`config.mk`:
```
export PLATFORM = sky130hd
export DESIGN_NAME = sorted_insert_priority_queue_unit
export DESIGN_NICKNAME = d
export VERILOG_FILES = /design/src/spq_pkg.sv /design/src/spq_cell.sv /design/src/sorted_insert_priority_queue_unit.sv
export SDC_FILE = /design/constraint.sdc
export NUM_CORES = 2
export LEC_CHECK = 0
export ABC_CLOCK_PERIOD_IN_PS = 6000
export BUFFER_PORTS_ARGS = -buffer_cell sky130_fd_sc_hd__buf_2
export CORE_MARGIN = 8
export CORE_UTILIZATION = 55
export CTS_BUF_LIST = sky130_fd_sc_hd__clkbuf_4
export CTS_CLUSTER_DIAMETER = 40
export CTS_CLUSTER_SIZE = 28
export DETAILED_ROUTE_END_ITERATION = 8
export PLACE_DENSITY = 0.74
export RECOVER_POWER = 25
export SLEW_MARGIN = 20
export SYNTH_ARGS = -nofsm -noshare
export SYNTH_HDL_FRONTEND = slang
export SYNTH_SLANG_ARGS = --single-unit
```
`constraint.sdc`:
```
create_clock -name i_clk -period 6 [get_ports i_clk]
set_input_delay 1.5 -clock i_clk [delete_from_list [all_inputs] [get_ports i_clk]]
set_output_delay 1.5 -clock i_clk [all_outputs]
set_load 0.01 [all_outputs]
```
`src/spq_pkg.sv`:
```
// ----------------------------------------------------------------------------
// spq_pkg: shared types and codes of the sorted insert priority queue
// Entry, link and command structs that pass between the queue cells and the
// top level, plus the command and status codes.
// ----------------------------------------------------------------------------
package spq_pkg;

    localparam int unsigned KEY_W        = 16;
    localparam int unsigned VAL_W        = 16;
    localparam int unsigned STATUS_W     = 2;
    localparam int unsigned DATA_W       = KEY_W + VAL_W;
    localparam int unsigned QUEUE_DEPTH_DEF = 32;

    // command codes (input tuser)
    localparam logic CMD_INSERT = 1'b0;
    localparam logic CMD_TAKE   = 1'b1;

    // status codes (output tuser)
    localparam logic [STATUS_W-1:0] ST_DONE  = 2'd0;
    localparam logic [STATUS_W-1:0] ST_EMPTY = 2'd1;
    localparam logic [STATUS_W-1:0] ST_FULL  = 2'd2;

    typedef struct packed {
        logic             valid;
        logic [KEY_W-1:0] key;
        logic [VAL_W-1:0] value;
    } t_entry;

    // what a cell shows its right-hand neighbor
    typedef struct packed {
        t_entry ent;
        logic   place;   // new key belongs at or left of this cell
    } t_link;

    // broadcast to every cell
    typedef struct packed {
        logic             en;
        logic             take;
        logic [KEY_W-1:0] key;
        logic [VAL_W-1:0] value;
    } t_cmd;

endpackage

```
`src/spq_cell.sv`:
```
// ----------------------------------------------------------------------------
// spq_cell: one slot of the sorted queue
// Holds one entry; on insert it keeps, takes the new entry or takes its left
// neighbor; on take it takes its right neighbor.
// ----------------------------------------------------------------------------
module spq_cell
    import spq_pkg::*;
(
    input  logic   i_clk,
    input  logic   i_rst_n,
    input  t_cmd   i_cmd,
    input  t_link  i_left,
    input  t_entry i_right,
    output t_link  o_link
);

    logic             r_vld;
    logic [KEY_W-1:0] r_key;
    logic [VAL_W-1:0] r_val;
    t_entry           n_ent;
    logic             w_place;
    logic             w_load;

    // first slot that is empty or holds a strictly greater key takes the entry
    assign w_place = !r_vld || (r_key > i_cmd.key);

    always_comb begin
        n_ent  = '{valid: r_vld, key: r_key, value: r_val};
        w_load = 1'b0;
        if (i_cmd.en) begin
            if (i_cmd.take) begin
                n_ent  = i_right;
                w_load = 1'b1;
            end else if (w_place) begin
                w_load = 1'b1;
                if (i_left.place) begin
                    n_ent = i_left.ent;
                end else begin
                    n_ent = '{valid: 1'b1, key: i_cmd.key, value: i_cmd.value};
                end
            end
        end
    end

    always_ff @(posedge i_clk) begin
        if (!i_rst_n) begin
            r_vld <= 1'b0;
        end else if (w_load) begin
            r_vld <= n_ent.valid;
        end
    end

    always_ff @(posedge i_clk) begin
        if (w_load) begin
            r_key <= n_ent.key;
            r_val <= n_ent.value;
        end
    end

    assign o_link.ent   = '{valid: r_vld, key: r_key, value: r_val};
    assign o_link.place = w_place;

endmodule

```
`src/sorted_insert_priority_queue_unit.sv`:
```
// ----------------------------------------------------------------------------
// sorted_insert_priority_queue_unit: bounded stable priority queue
// Row of QUEUE_DEPTH cells kept in ascending key order, one result per command.
// ----------------------------------------------------------------------------
// The queue takes one transaction per clock cycle while input tready is high.
// Each transaction is an insert (tuser = 0) or a take-first (tuser = 1) and
// yields exactly one result transaction through a single output register,
// so a command may enter in every cycle as long as the output side keeps up;
// input tready drops only while that register holds a result not yet taken.
// The rate is set by the cell row: every cell compares its key with the
// broadcast key in the same cycle, and the cells from the insertion point on
// (all cells on a take) shift by one place, so insert and take cost the same
// whatever the fill level. Equal keys keep arrival order. Insert into a full
// queue is dropped with status full; take from an empty queue returns status
// empty. head_key and head_value are zero unless a take removed an entry.
module sorted_insert_priority_queue_unit
    import spq_pkg::*;
#(
    parameter int unsigned QUEUE_DEPTH = QUEUE_DEPTH_DEF
) (
    input  logic                i_clk,
    input  logic                i_rst_n,
    // command stream
    input  logic                i_s_tvalid,
    output logic                o_s_tready,
    input  logic [DATA_W-1:0]   i_s_tdata,   // [15:0] key, [31:16] value
    input  logic                i_s_tuser,   // [0] command
    // result stream
    output logic                o_m_tvalid,
    input  logic                i_m_tready,
    output logic [DATA_W-1:0]   o_m_tdata,   // [15:0] head_key, [31:16] head_value
    output logic [STATUS_W-1:0] o_m_tuser    // [1:0] status
);

    t_link  w_link [QUEUE_DEPTH];
    t_link  w_left [QUEUE_DEPTH];
    t_entry w_right[QUEUE_DEPTH];
    t_cmd   w_cmd;

    logic   w_acc;
    logic   w_full;
    logic   w_empty;
    logic   w_take;

    logic                r_out_vld;
    logic [DATA_W-1:0]   r_out_data;
    logic [STATUS_W-1:0] r_out_status;
    logic [DATA_W-1:0]   n_out_data;
    logic [STATUS_W-1:0] n_out_status;

    // accept when the result register is free or drains this cycle
    assign o_s_tready = !r_out_vld || i_m_tready;
    assign w_acc      = i_s_tvalid && o_s_tready;
    assign w_take     = (i_s_tuser == CMD_TAKE);

    // fill level is the thermometer of valid bits: ends of the row tell all
    assign w_full  = w_link[QUEUE_DEPTH-1].ent.valid;
    assign w_empty = !w_link[0].ent.valid;

    // broadcast; drop inserts when full and takes when empty
    always_comb begin
        w_cmd.en    = w_acc && (w_take ? !w_empty : !w_full);
        w_cmd.take  = w_take;
        w_cmd.key   = i_s_tdata[KEY_W-1:0];
        w_cmd.value = i_s_tdata[DATA_W-1:KEY_W];
    end

    // neighbor wiring: head sees no left neighbor, tail shifts in an empty slot
    genvar g;
    generate
        for (g = 0; g < QUEUE_DEPTH; g++) begin : g_cell
            if (g == 0) begin : g_head
                assign w_left[g] = '0;
            end else begin : g_mid
                assign w_left[g] = w_link[g-1];
            end
            if (g == QUEUE_DEPTH - 1) begin : g_tail
                assign w_right[g] = '0;
            end else begin : g_body
                assign w_right[g] = w_link[g+1].ent;
            end

            spq_cell u_cell (
                .i_clk   (i_clk),
                .i_rst_n (i_rst_n),
                .i_cmd   (w_cmd),
                .i_left  (w_left[g]),
                .i_right (w_right[g]),
                .o_link  (w_link[g])
            );
        end
    endgenerate

    // result of the accepted command
    always_comb begin
        n_out_data   = '0;
        n_out_status = ST_DONE;
        if (w_take) begin
            if (w_empty) begin
                n_out_status = ST_EMPTY;
            end else begin
                n_out_data = {w_link[0].ent.value, w_link[0].ent.key};
            end
        end else if (w_full) begin
            n_out_status = ST_FULL;
        end
    end

    always_ff @(posedge i_clk) begin
        if (!i_rst_n) begin
            r_out_vld <= 1'b0;
        end else if (w_acc) begin
            r_out_vld <= 1'b1;
        end else if (i_m_tready) begin
            r_out_vld <= 1'b0;
        end
    end

    // hold the payload until a new transaction replaces it
    always_ff @(posedge i_clk) begin
        if (w_acc) begin
            r_out_data   <= n_out_data;
            r_out_status <= n_out_status;
        end
    end

    assign o_m_tvalid = r_out_vld;
    assign o_m_tdata  = r_out_data;
    assign o_m_tuser  = r_out_status;

`ifndef SYNTH
    logic [QUEUE_DEPTH-1:0] w_vld_vec;
    generate
        for (g = 0; g < QUEUE_DEPTH; g++) begin : g_vld
            assign w_vld_vec[g] = w_link[g].ent.valid;
        end
    endgenerate

    // occupied slots always form a contiguous run from the head
    a_thermometer : assert property (@(posedge i_clk) disable iff (!i_rst_n)
        (w_vld_vec & (w_vld_vec + 1'b1)) == '0)
        else $error("queue cells not contiguous");

    // a successful insert grows the queue by one
    a_insert_grow : assert property (@(posedge i_clk) disable iff (!i_rst_n)
        (w_acc && !w_take && !w_full) |=>
        ($countones(w_vld_vec) == $countones($past(w_vld_vec)) + 1))
        else $error("insert did not add an entry");

    // a successful take shrinks the queue by one
    a_take_shrink : assert property (@(posedge i_clk) disable iff (!i_rst_n)
        (w_acc && w_take && !w_empty) |=>
        ($countones(w_vld_vec) + 1 == $countones($past(w_vld_vec))))
        else $error("take did not remove an entry");

    // a non-done status carries no entry
    a_status_data : assert property (@(posedge i_clk) disable iff (!i_rst_n)
        (r_out_vld && r_out_status != ST_DONE) |-> (r_out_data == '0))
        else $error("failed command returned data");
`endif

endmodule
```
==> results.cfg <==
[pwr]
combPwrFrac_pct = 17.9
p_int_mw = 13.1
peakVddDrop_mv = 0.231
p_sw_share_pct = 31.5
switching_power_mw = 6.01
powerDensity_mw_per_mm2 = 260
total_power_mw = 19.1
p_clk_share_pct = 31.9
power.leakage_nw = 26.5
seq_power_share_pct = 50.2

[clock_network]
holdBufCountCts = 0
path_clk_slew_ps = 110
clk_latency_ps = 1250
cts-resized-gates = 0
root_buffer = clkbuf_4
cts_tree = yes
cts_sinks = 1091
cts_max_level = 4
postCtsSetupBuffers = 0
numCtsBuffers = 165
clockBufferDepth = 3

[yosys]
yosysTopAreaCell = edfxtp_1
ys_types = 63
synth_cells = 6339
synthTopCellsByArea = edfxtp_1 (47%), ha_1 (9.1%), o21ai_0 (5.1%)
synth_flop_cell = edfxtp_1
ys_seq_area_share_pct = 47.5
synth_edf_count = 1058
async_flop_share_pct = 0
synth_nets = 6872
postSynthAreaPerCell_um2 = 10.8
yosysWarnings = 0
ys_ff_latch = 1091
netlist_area_mm2 = 0.0683
synth_top_area_share_pct = 46.5

[timing]
max_freq_mhz = 190
rsz0062_at_grt = no
relSlewSlack_pct = -116
final_hold_viol_count = 0
fin_crit_sh_pct = 87.8
whs_ps = 512
min_period_ps = 5270
setup_violations = 0
fin_ws_ps = 734
fin_setup_tns_ps = 0
clock_skew_ps = 94.0
final_max_slew_viol_count = 629
worstMarginPinSlew_ps = 3240

[drt]
vias_per_cell = 7.43
totalWireLength_mm = 253
post_drt_wl_per_cell_um = 31.6
vias = 59491
postRouteAntennaNets = 0
drtIter0Drc = 10368
drcViolationCount = 0
first_pass_iters = 7

[floorplanning]
initial_utilization_pct = 55.3
die_area_mm2 = 0.136
die_w_um = 368
num_rows = 129
fp.dieH_um = 368
core_region_area_mm2 = 0.123
pin_count = 73

[worst_setup_path]
rr_worst_depth = 7
cp-end-kind = flop
arrival_ps = 6150
required_ps = 6880
setup.worst_path.start_class = input pin
worstSetupPathType = input pin to flop
crit_fanout = 76

[grt]
grt_pass1_vias = 55504
grt_max_degree = 196
grt_overflow = 0
track_usage_pct = 35.9
antenna_found_initial = 24
grt_pass1_wl_mm = 370

[worst_hold_path]
holdPathStages = 3
hold_path.class = input pin to flop

[finish]
drive_gt1_share_pct = 13.0
area_growth_pct = 7.48
n_fill_cell = 10135
final_nets = 6715

[placed_design]
place_hpwl_mm = 171
port-buffer-count = 72
gp_congestion = 1.01
post-place-ws_ps = 787

[job]
drv_cap = 23

[run_status]
violations = max-capacitance violations, max-slew violations
status = complete, but fails checks
[kinds of logic after synthesis]
group	share of synthesized area [%]
fa+ha+maj	9.09
mux	0.528
buf+inv	5.79
flops	47.5
compound gates	26.7
simple gates	10.3
[worst max-delay path, stage by stage]
cell and delay, ps:
buf_12 320, nor2b_1 270, nand3b_1 510, or2_4 590, clkinvlp_2 480, clkbuf_1 1330
and2_0 300, clkbuf_1 650
[registers in the layout, summed over array words and instances (netlist names)]
name                 cells
g_cell.u_cell.r_vld     32
o_m_tuser                2
g_cell.u_cell.r_key    512
g_cell.u_cell.r_val    512
o_m_tdata               32
o_m_tvalid               1
[cell usage in the layout (no fill, tap or decap), types with 20 or more instances in the layout]
cell type and instances:
nor2b_1 76, nand4_1 71, edfxtp_1 1058, a221o_1 283
nor3_1 43, inv_1 338, clkinv_1 23, clkinv_2 20
a21oi_4 21, and3_1 52, diode_2 39, nor3b_1 278
buf_2 34, clkbuf_1 67, a21oi_1 180, o311ai_1 100
a22oi_1 104, and4_1 22, a2bb2oi_1 217, nand3_1 35
inv_2 20, o221a_1 32, o311ai_2 136, a31oi_1 299
a21o_1 74, buf_4 204, ha_1 496, o311ai_0 69
clkbuf_4 180, o21ai_0 692, o221ai_1 32, mux2_2 32
o211ai_1 41, dfxtp_1 32, nand2_1 495, nor2_1 112
nor4_1 25, a211oi_1 26, bufinv_16 27
[per-stage QoR]
stage	instance area (um^2)	std cells	utilization, %
floorplan	68300	6339	-
global placement	70700	7651	57.3
detailed placement	70800	7652	57.3
CTS	73600	7963	59.6
global route	73300	7974	59.4
finish	73400	8002	59.4
[cell type report]
class	instances	area (um^2)	share of cell area [%]
diodes	39	97.6	0.133
clock buffers	180	1350	1.84
clock inverters	131	1500	2.05
inverters	355	1340	1.83
multi-input cells	4250	32400	44.1
flip-flops and latches	1091	32400	44.2
well taps	1637	2050	2.79
repair buffers	319	2220	3.02
[per-layer routing]
metal  track usage [%]  wire length (um)  up-vias
met5                 0                11        -
met4              23.9             19200        2
met3              9.89             36900      937
met2              51.0            105000     4988
met1              47.7             91600    28628
li1                  -                 -    24936
[power by group through the flow]
stage / clock, mW / sequential (mW) / combinational (mW)
CTS: 6.08 / 9.54 / 3.35
global route: 6.37 / 9.60 / 3.66
detailed placement: 0 / 9.71 / 3.33
floorplan: 0 / 9.47 / 2.26
global placement: 0 / 9.71 / 3.20
finish: 6.09 / 9.58 / 3.43
[final timing paths]
check,startpoint,endpoint,slack (ps)
hold / removal,i_s_tvalid,o_m_tvalid$_SDFFE_PN0P_,510
hold reg to reg,g_cell[31].u_cell.r_val[7]$_SDFFCE_PP0P_,g_cell[30].u_cell.r_val[7]$_DFFE_PP_,520
setup reg to reg,g_cell[31].u_cell.r_vld$_SDFFE_PN0P_,g_cell[0].u_cell.r_key[14]$_DFFE_PP_,1170
setup / recovery,i_s_tuser,g_cell[0].u_cell.r_key[14]$_DFFE_PP_,730
[cells in the mapped netlist, types with 10 or more instances]
library cell,number
a221o_1,283
a211oi_1,30
o221ai_1,32
nand3_1,35
nor3b_1,279
nor2b_1,89
buf_6,18
o21ai_0,692
a21o_1,74
o21a_1,18
edfxtp_1,1058
nand2_1,495
o311a_1,10
o221a_1,32
a22oi_1,104
o311ai_1,134
a31oi_1,300
dfxtp_1,33
clkbuf_1,538
buf_2,58
a21boi_0,12
a2bb2oi_1,217
o311ai_0,26
o211ai_1,41
and4_1,22
buf_1,29
nor3_1,46
and3_1,52
o311ai_2,145
ha_1,496
a211o_1,17
mux2_2,32
a21oi_1,201
a2111oi_0,11
nand4_1,71
nor4_1,24
nor2_1,120
or3_1,16
nor4_2,10
inv_1,353
No activity file was read; power rests on OpenSTA's default activity.
